===== src/rtl/core/cnps_pkg.sv =====
// Package for the CSR neighbor partition splitter: payload types and codes.
// No dependencies.
`timescale 1ns / 1ps
package cnps_pkg;
    localparam logic [1:0] CMD_LOAD_CACHE = 2'd0;
    localparam logic [1:0] CMD_LOAD_HOST  = 2'd1;
    localparam logic [1:0] CMD_EDGE       = 2'd2;
    localparam logic [1:0] CMD_ROW_END    = 2'd3;

    localparam logic [2:0] KIND_LOCAL  = 3'd0;
    localparam logic [2:0] KIND_CACHE  = 3'd1;
    localparam logic [2:0] KIND_HOST   = 3'd2;
    localparam logic [2:0] KIND_REMOTE = 3'd3;
    localparam logic [2:0] KIND_ROW    = 3'd4;

    localparam logic [1:0] MODE_LR     = 2'd0;
    localparam logic [1:0] MODE_LCR    = 2'd1;
    localparam logic [1:0] MODE_LCHR   = 2'd2;
    localparam logic [1:0] MODE_MERGED = 2'd3;

    localparam logic [1:0] REG_LOWER = 2'd0;
    localparam logic [1:0] REG_UPPER = 2'd1;
    localparam logic [1:0] REG_MODE  = 2'd2;

    typedef struct packed {
        logic [1:0]  cmd;
        logic [31:0] node_id;
    } t_in_word;

    typedef struct packed {
        logic [2:0]  kind;
        logic [31:0] neighbor;
        logic [31:0] local_count;
        logic [31:0] cache_count;
        logic [31:0] host_count;
        logic [31:0] remote_count;
    } t_out_word;
endpackage


===== src/rtl/core/cnps_front.sv =====
// Front end: accepts words and pushes them into a two-entry queue.
// Depends on cnps_pkg.
`timescale 1ns / 1ps
module cnps_front (
    input  logic              i_clk,
    input  logic              i_rst_n,
    input  logic              i_start,
    output logic              o_busy,
    input  cnps_pkg::t_in_word i_word,
    input  logic              i_pop,
    output logic              o_valid,
    output cnps_pkg::t_in_word o_word
);
    import cnps_pkg::*;

    t_in_word   r_q [2];
    logic [1:0] r_cnt;
    logic       push;

    // accept only while the queue has room
    assign o_busy  = (r_cnt == 2'd2);
    assign push    = i_start && !o_busy;
    assign o_valid = (r_cnt != 2'd0);
    assign o_word  = r_q[0];

    // shift queue: head at entry 0
    always_ff @(posedge i_clk) begin
        if (!i_rst_n) begin
            r_cnt <= 2'd0;
        end else begin
            r_cnt <= r_cnt + {1'b0, push} - {1'b0, i_pop};
        end
        if (i_pop) begin
            r_q[0] <= (push && r_cnt == 2'd1) ? i_word : r_q[1];
        end else if (push) begin
            if (r_cnt[0]) begin
                r_q[1] <= i_word;
            end else begin
                r_q[0] <= i_word;
            end
        end
    end
endmodule


===== config.mk =====
export PLATFORM = sky130hd
export DESIGN_NAME = cnps_front
export DESIGN_NICKNAME = d
export VERILOG_FILES = /design/src/rtl/core/cnps_pkg.sv /design/src/rtl/core/cnps_front.sv
export SDC_FILE = /design/constraint.sdc
export NUM_CORES = 1
export LEC_CHECK = 0
export BUFFER_PORTS_ARGS = -buffer_cell sky130_fd_sc_hd__buf_2
export CORE_ASPECT_RATIO = 1.25
export CORE_MARGIN = 3
export CORE_UTILIZATION = 45
export DETAILED_ROUTE_END_ITERATION = 7
export PLACE_DENSITY = 0.7
export REMOVE_ABC_BUFFERS = 1
export SYNTH_ARGS = -nofsm -noshare
export SYNTH_HDL_FRONTEND = slang
export SYNTH_SLANG_ARGS = --single-unit

===== constraint.sdc =====
create_clock -name i_clk -period 3 [get_ports i_clk]
set_clock_uncertainty 0.2 [all_clocks]
set_input_delay 0.6 -clock i_clk [delete_from_list [all_inputs] [get_ports i_clk]]
set_output_delay 0.6 -clock i_clk [all_outputs]
set_load 0.03 [all_outputs]

==> flow_metrics.tcl, run 1 <==
set metrics [dict create \
    run_status "finished, final reports clean" \
    synth_compound_area_share_pct 0.454 \
    ys_seq_area_share_pct 75.6 \
    cp_slowest_cell "dfxtp_1" \
    timing.fmax_ghz 0.535 \
    die_width_um 76.0 \
    fin_util_pct 57.0 \
    async_reset_ff_share_pct 0 \
    synth_adder_area_share_pct 0.908 \
    cts_buffers 9 \
    fp.coreArea_sq_um 5860 \
    yosys_warnings 0 \
    n_fill_cell 465 \
    die_area_sq_um 7100 \
    synthMostInstantiatedCell "edfxtp_1" \
    ys_top_cells_by_count "edfxtp_1, mux2_4, mux2_2" \
    area_growth_pct 21.2 \
    place_hpwl_um 2910 \
    synth-xor-area-share_pct 0.636 \
    rsz0062_at_grt "no" \
    place_area_sq_um 3200 \
    power.leakage_nw 1.35 \
    synth_top_area_share_pct 74.1 \
    worst_pin_slew_ps 443 \
    htree_levels 3 \
    clockBufferDepth 2 \
    final_layout_size_suffix_gt1_share_pct 57.8 \
    grt_max_degree 35 \
    p_per_area_nw_per_um2 771 \
    grt_pass1_vias 1314 \
    path_class "reg2out" \
    drv_slew 0 \
    synthCells 125 \
    clkTransAtPathRegs_ps 70 \
    ys_ff_latch 70 \
    rows 31 \
    finalHoldViolations 0 \
    maxCapViolCount 0 \
    synth_area_leaders "edfxtp_1, mux2_4, buf_12, mux2_2, dfxtp_1" \
    nets 248 \
    clockRootBuffer "clkbuf_8" \
    final_area_sq_um 3340 \
    required_ps 2200 \
    synth_mux_area_share_pct 18.0 \
    cp_num_buf_inv 2 \
    grt.total_usage_pct 13.0 \
    drc 0 \
    min_period_ps 1870 \
    layout.area.seq_sq_um 2080 \
    post_cts_buffers 0 \
    grt_pass1_wl_um 6670 \
    gp_congestion 0.685 \
    start_kind "register" \
    finalSetupTns_ps 0 \
    ios 74 \
    antenna_found_initial 0 \
    ant_nets 0 \
    synth_edf_count 68 \
    first_pass_iters 4 \
    diodes 0 \
    cts_resized 0 \
    syn_area_sq_um 2760 \
    setup_viol 0 \
    critPathTopFamily "flip-flops" \
    dr_total_vias 1319 \
    syn_area_per_cell_sq_um 22.0 \
    clkSinkCount 70 \
    dieHeight_um 93.5 \
    yosys.area.top_type "edfxtp_1" \
    yosys.area_share.simple_pct 1.45 \
    relSlewSlack_pct 70.5 \
    drt_iter0_drc 69 \
    endpoint_kind "output pin" \
    hold_class "in2reg" \
    min_period_over_period_pct 62.4 \
    critPathMaxStageDelay_ps 380 \
    post_drt_wl_per_cell_um 14.8 \
    overflow 0 \
    via_per_inst 4.50 \
    cts_tree "built" \
    initial_core_util_pct 47.0 \
    ys.flop_type "edfxtp_1" \
    multi_input_area_sq_um 599 \
    path_max_fanout 3 \
    hold_ws_ps 259 \
    crit_chain "inv_1, nor2_1, buf_2" \
    r2r_slack_ps 1190 \
    wl_um 4350 \
    ctsHoldBuffers 0 \
    portBuffers 73 \
    insertion_delay_ps 330 \
    vdd_drop_max_uv 684 \
    cp_data_arrival_time_ps 1070 \
    synth_top_family_by_area "multiplexers" \
    synth.distinct_cells 16 \
]
[layout make-up]
type | instances | share of cell area [%]
clock buffers | 10 | 3.82
clock inverters | 4 | 0.487
inverters | 3 | 0.337
multi-input cells | 48 | 17.9
flip-flops and latches | 70 | 62.3
well taps | 82 | 3.07
repair buffers | 76 | 12.0
[placed cells by master (no fill, tap or decap), types with 2 or more instances in the layout]
| cell type | count |
|---|---|
| nor2_1 | 2 |
| and2_1 | 2 |
| ha_1 | 2 |
| dfxtp_1 | 2 |
| mux2_4 | 30 |
| edfxtp_1 | 68 |
| buf_4 | 2 |
| buf_2 | 73 |
| mux2_2 | 4 |
| xnor2_1 | 2 |
| clkinv_1 | 3 |
| clkbuf_8 | 9 |
| inv_1 | 3 |
[per-layer routing]
layer	part of all wire [%]	track usage (%)	up-vias
met2	52	21.2	41
met3	6.4	5.88	8
li1	-	-	645
met5	0	0	-
met4	2.8	8.61	0
met1	39	13.5	625
[worst paths after layout]
check              from          to  depth (start not counted)
min reg2reg  r_q[1][13]  r_q[0][13]                          1
max            r_cnt[1]      o_busy                          3
max reg2reg    r_cnt[0]   r_q[0][0]                          4
min           i_word[6]   r_q[1][6]                          1
[where the power goes]
part           total [mW]  switching [mW]  leakage [nW]  internal, mW
sequential           1.29          0.0407         0.666          1.25
combinational       0.694           0.426         0.608         0.269
clock               0.588           0.307        0.0745         0.281
total                2.58           0.773          1.35          1.80
[registers in the layout, summed over array words and instances (netlist names)]
name	cells
r_cnt	2
r_q	68
[metrics by stage]
stage	power, mW	setup slack (ps)	std cells
global placement	2.01	914	279
floorplan	1.83	191	121
global route	2.71	1040	293
finish	2.58	1130	293
detailed placement	2.02	889	279
CTS	2.62	1090	293
[cells by family (layout without fill, tap and decap cells)]
family / Yosys count / in the layout
mux: 34 / 34
compound gates: 2 / 2
buf+inv: 7 / 93
fa+ha+maj: 2 / 2
xor+xnor: 2 / 2
flops: 70 / 70
simple gates: 8 / 8
Power figures use the tool's default switching activity.
==> inputs of run 2 (changes only) <==
- PLACE_DENSITY: 0.7 -> 0.73
- clock period: 3 -> 1.7 ns (I/O delays scaled with it)
==> run 2 against run 1 <==
Clock power increased by 150%. Utilization increased by 9.5 points. Sequential power increased by 77%. Largest power group unchanged.
==> flow_metrics.tcl, run 2 (same netlist as run 1, synthesis figures left out) <==
set metrics [dict create \
    cp_data_arrival_time_ps 1090 \
    run_status "finished, final reports clean" \
    ios 74 \
    post_drt_wl_per_cell_um 13.6 \
    finalPower_mw 5.21 \
    die_area_sq_um 7100 \
    drc 0 \
    path_class "reg2out" \
    gp_congestion 0.735 \
    place_area_sq_um 3310 \
    worst_pin_slew_ps 192 \
    required_ps 1160 \
    via_per_inst 4.42 \
    clockBufferDepth 2 \
    place_hpwl_um 3010 \
    n_fill_cell 415 \
    nets 290 \
    relSlewSlack_pct 87.2 \
    hp-start "i_word[9]" \
    final_layout_size_suffix_gt1_share_pct 56.1 \
    crit_chain "buf_4, nor2_4, inv_1, buf_6" \
    wl_um 4590 \
    grt_max_degree 35 \
    path_max_fanout 4 \
    finalHoldViolations 0 \
    grt_pass1_wl_um 7430 \
    drv_slew 0 \
    reg2reg_from "r_cnt[1]" \
    regMostFlops "r_q" \
    hold_depth 1 \
    start_kind "register" \
    dieHeight_um 93.5 \
    dr_total_vias 1488 \
    clkSinkCount 70 \
    power.leakage_nw 1.58 \
    final_area_sq_um 3890 \
    largest_reg_flops 68 \
    reg_top3 "r_q: 68 flops, r_cnt: 2 flops" \
    vdd_drop_max_uv 791 \
    hold_class "in2reg" \
    htree_levels 3 \
    cts_buffers 9 \
    die_width_um 76.0 \
    finalSetupTns_ps 0 \
    diodes 0 \
    overflow 0 \
    first_pass_iters 4 \
    r2r_slack_ps 70 \
    setup_viol 0 \
    cp_slowest_cell "dfxtp_2" \
    grt_pass1_vias 1493 \
    clkTransAtPathRegs_ps 80 \
    insertion_delay_ps 330 \
    drt_iter0_drc 62 \
    timing.fmax_ghz 0.613 \
    cts_tree "built" \
    p_per_area_nw_per_um2 1340 \
    mostFrequentLayoutCell "buf_2" \
    maxCapViolCount 0 \
    initial_core_util_pct 47.0 \
    area_growth_pct 41.4 \
    ant_nets 0 \
    final_cell_mix "buf_2, edfxtp_1, dlygate4sd3_1, mux2_4, clkbuf_8" \
    grt.total_usage_pct 13.9 \
    rows 31 \
    min_period_over_period_pct 95.9 \
    min_period_ps 1630 \
    multi_input_area_sq_um 621 \
    antenna_found_initial 0 \
    layout.area.seq_sq_um 2080 \
    rsz0062_at_grt "yes" \
    r2r_end "r_cnt[1]" \
    clockRootBuffer "clkbuf_8" \
    r2r_cells 8 \
    hold_end "r_q[1][9]" \
    endpoint_kind "output pin" \
    fp.coreArea_sq_um 5860 \
    critPathMaxStageDelay_ps 340 \
    portBuffers 73 \
]
## run 2: worst max-delay path by stage
stage                     startpoint         end  cells past startpoint
after floorplan             r_cnt[0]   r_q[0][0]                      3
after global placement         i_pop   r_q[0][1]                      5
after detailed placement       i_pop  r_q[0][33]                      5
after CTS                   r_cnt[0]     o_valid                      4
after global routing        r_cnt[0]     o_valid                      4
final                       r_cnt[0]     o_valid                      4
## run 2: power breakdown
| part | leakage, nW | internal [mW] | switching (mW) | total, mW |
|---|---|---|---|---|
| clock | 0.106 | 0.831 | 0.630 | 1.46 |
| sequential | 0.667 | 2.21 | 0.0664 | 2.28 |
| combinational | 0.810 | 0.658 | 0.813 | 1.47 |
## run 2: area by class of cell
cell class                      instances  area share [%]
Inverter                                3           0.289
Timing Repair Buffer                  118            21.9
Clock buffer                            9            3.18
Multi-Input combinational cell         48            15.9
Clock inverter                          7            2.51
Tap cell                               82            2.63
Sequential cell                        70            53.5
## run 2: repair_timing
action	CTS	global route
pin swaps	0	1
gates resized for setup	4	7
hold buffers	33	0
endpoints found under the hold margin	33	0
buffers inserted	0	0
setup endpoints to repair	20	8
## run 2: metrics by stage
stage	setup slack [ps]	hold WS (ps)	util, %	std cells
global route	-4.11	0.747	66.5	337
global placement	-47.9	328	56.6	288
CTS	8.01	0.947	66.2	337
floorplan	-937	239	-	121
detailed placement	-56.0	334	56.6	288
finish	69.5	13.7	66.5	337
## run 2: critical path: cells and delay by family (launching register included)
family | cells | cell delay (ps)
buffers and inverters | 3 | 320
and+or+nand+nor | 1 | 100
DFF | 1 | 340
## run 2: layer usage
layer / up-vias / share of wire [%] / global-route usage (%)
met5: - / 0 / 0
met4: 0 / 1.5 / 7.25
met3: 6 / 6.0 / 4.34
met2: 56 / 50 / 22.1
met1: 695 / 43 / 17.2
li1: 731 / - / -
==> inputs of run 3 (changes only) <==
==> constraint.sdc (replaced) <==
create_clock -name i_clk -period 1.7 [get_ports i_clk]
set_clock_uncertainty 0.2 [all_clocks]
set_input_delay 0.425 -clock i_clk [delete_from_list [all_inputs] [get_ports i_clk]]
set_output_delay 0.425 -clock i_clk [all_outputs]
set_load 0.03 [all_outputs]
==> run 3 against run 2 <==
Routed wire length decreased by 4.5%. Non-clock buffer count decreased by 31. Power decreased by 0.60%. Die area unchanged. Combinational power about the same. Sequential power about the same. Setup slack got worse by 57 ps. Final area decreased by 7.7%. First-iteration DRC count increased by 48%. Critical path type unchanged. Critical endpoint unchanged. Largest power group unchanged.
==> flow_metrics.tcl, run 3 (same netlist as run 1, synthesis figures left out) <==
set metrics [dict create \
    min_period_over_period_pct 99.2 \
    comb_power_share_pct 28.6 \
    start_kind "register" \
    hold_end "r_q[1][10]" \
    timing.fmax_ghz 0.593 \
    cp_data_arrival_time_ps 1060 \
    ios 74 \
    r2r_slack_ps 40 \
    p_int_mw 3.69 \
    final_cell_mix "buf_2, edfxtp_1, mux2_4, clkbuf_8, buf_4" \
    rsz0062_at_grt "yes" \
    grt_pass1_wl_um 7040 \
    cts_tree "built" \
    hp-start "i_word[10]" \
    p_per_area_nw_per_um2 1440 \
    r2r_end "r_q[0][1]" \
    n_fill_cell 442 \
    placed_cells 289 \
    largest_reg_flops 68 \
    finalPower_mw 5.18 \
    fin_cells 306 \
    drv_slew 0 \
    path_max_fanout 4 \
    fp.coreArea_sq_um 5860 \
    drt_iter0_drc 92 \
    initial_core_util_pct 47.0 \
    drc 0 \
    portBuffers 73 \
    die_area_sq_um 7100 \
    critPathMaxStageDelay_ps 340 \
    finalHoldViolations 0 \
    insertion_delay_ps 320 \
    r2r_cells 4 \
    path_common_cell "buf_6" \
    p_sw_share_pct 28.7 \
    via_per_inst 4.53 \
    critPathTopFamily "flip-flops" \
    pwr-share-clk_pct 27.4 \
    reg2reg_from "r_cnt[0]" \
    first_pass_iters 5 \
    hold_class "in2reg" \
    gp_congestion 0.728 \
    vdd_drop_max_uv 971 \
    dieHeight_um 93.5 \
    startpoint "r_cnt[0]" \
    cp_slowest_cell "dfxtp_2" \
    grt_max_degree 20 \
    cp_num_buf_inv 3 \
    diodes 0 \
    mostFrequentLayoutCell "buf_2" \
    clockBufferDepth 2 \
    nets 259 \
    maxCapViolCount 0 \
    endpoint_kind "output pin" \
    relSlewSlack_pct 86.3 \
    grt.total_usage_pct 13.1 \
    path_class "reg2out" \
    antenna_found_initial 0 \
    worst_pin_slew_ps 206 \
    grt_pass1_vias 1454 \
    clockRootBuffer "clkbuf_8" \
    clkTransAtPathRegs_ps 80 \
    run_status "finished, final reports clean" \
    setup_viol 0 \
    overflow 0 \
    reg_top3 "r_q: 68 flops, r_cnt: 2 flops" \
    wl_um 4390 \
    dr_total_vias 1386 \
    required_ps 1070 \
    rows 31 \
    hold_depth 1 \
    power.switching_mw 1.49 \
    regMostFlops "r_q" \
    min_period_ps 1690 \
    pwr-share-seq_pct 44.1 \
    cts_buffers 9 \
    die_width_um 76.0 \
    power.leakage_nw 1.46 \
    final_layout_size_suffix_gt1_share_pct 65.2 \
    htree_levels 3 \
    ant_nets 0 \
    place_hpwl_um 3060 \
    clkSinkCount 70 \
    crit_chain "buf_6, nor2_4, inv_2, buf_6" \
    post_drt_wl_per_cell_um 14.3 \
    area_growth_pct 30.4 \
]
-- run 3: cell count changes in the layout (fill, tap and decap cells not counted), sizes merged --
cell,previous run,this run
clkbuf,9,10
dlygate4sd3,33,0
clkinvlp,2,1
buf,85,87
inv,4,3
clkinv,2,3
-- run 3: what timing repair did --
item / 4_1_cts / 5_1_grt
gates cloned: 0 / 0
hold buffers: 0 / 0
pin swaps: 1 / 1
setup buffers: 1 / 0
gates resized for setup: 8 / 10
endpoints found under the setup margin: 24 / 24
-- run 3: layout make-up --
type | instances | area, sq um | area share (%)
clock inverters | 6 | 86.3 | 2.40
well taps | 82 | 103 | 2.86
multi-input cells | 48 | 628 | 17.5
inverters | 3 | 11.3 | 0.313
flip-flops and latches | 70 | 2080 | 58.0
clock buffers | 10 | 128 | 3.55
repair buffers | 87 | 553 | 15.4
-- run 3: metal layers --
layer | wire length [um] | GRT usage (%) | vias to the layer above
met5 | 0 | 0 | -
met4 | 36 | 6.04 | 0
met3 | 212 | 4.24 | 2
met2 | 2350 | 22.1 | 43
met1 | 1790 | 15.2 | 671
li1 | - | - | 670
-- run 3: metrics by stage --
| stage | TNS (ps) | instance area (sq um) | worst slack (ps) | hold slack (ps) | util [%] |
|---|---|---|---|---|---|
| after floorplan | -62190 | 2680 | -937 | 324 | - |
| after global placement | -4080 | 3320 | -133 | 328 | 56.7 |
| after detailed placement | -4740 | 3320 | -160 | 334 | 56.7 |
| after CTS | -2.48 | 3560 | -2.48 | 73.4 | 60.9 |
| after global routing | -108 | 3590 | -45.2 | 71.7 | 61.4 |
| final | 0 | 3590 | 13.0 | 86.8 | 61.4 |
-- run 3: power groups by stage --
stage	Combinational, mW	Sequential, mW	Clock [mW]
finish	1.48	2.28	1.42
global route	1.56	2.31	1.52
CTS	1.44	2.28	1.45
detailed placement	1.37	2.31	0
global placement	1.35	2.31	0
floorplan	0.551	2.68	0
-- run 3: how the worst max path moves through the flow --
stage,endpoint,cells after the start
final,o_valid,4
after global routing,o_valid,4
after CTS,o_valid,4
after detailed placement,r_q[0][1],5
after global placement,r_q[0][1],5
after floorplan,r_q[0][0],3
-- run 3: worst reg2reg max path: stages, from the launching register on --
cell and delay [ps]:
dfxtp_2 360, nand2b_1 110, and3_4 240, buf_12 160, mux2_2 340
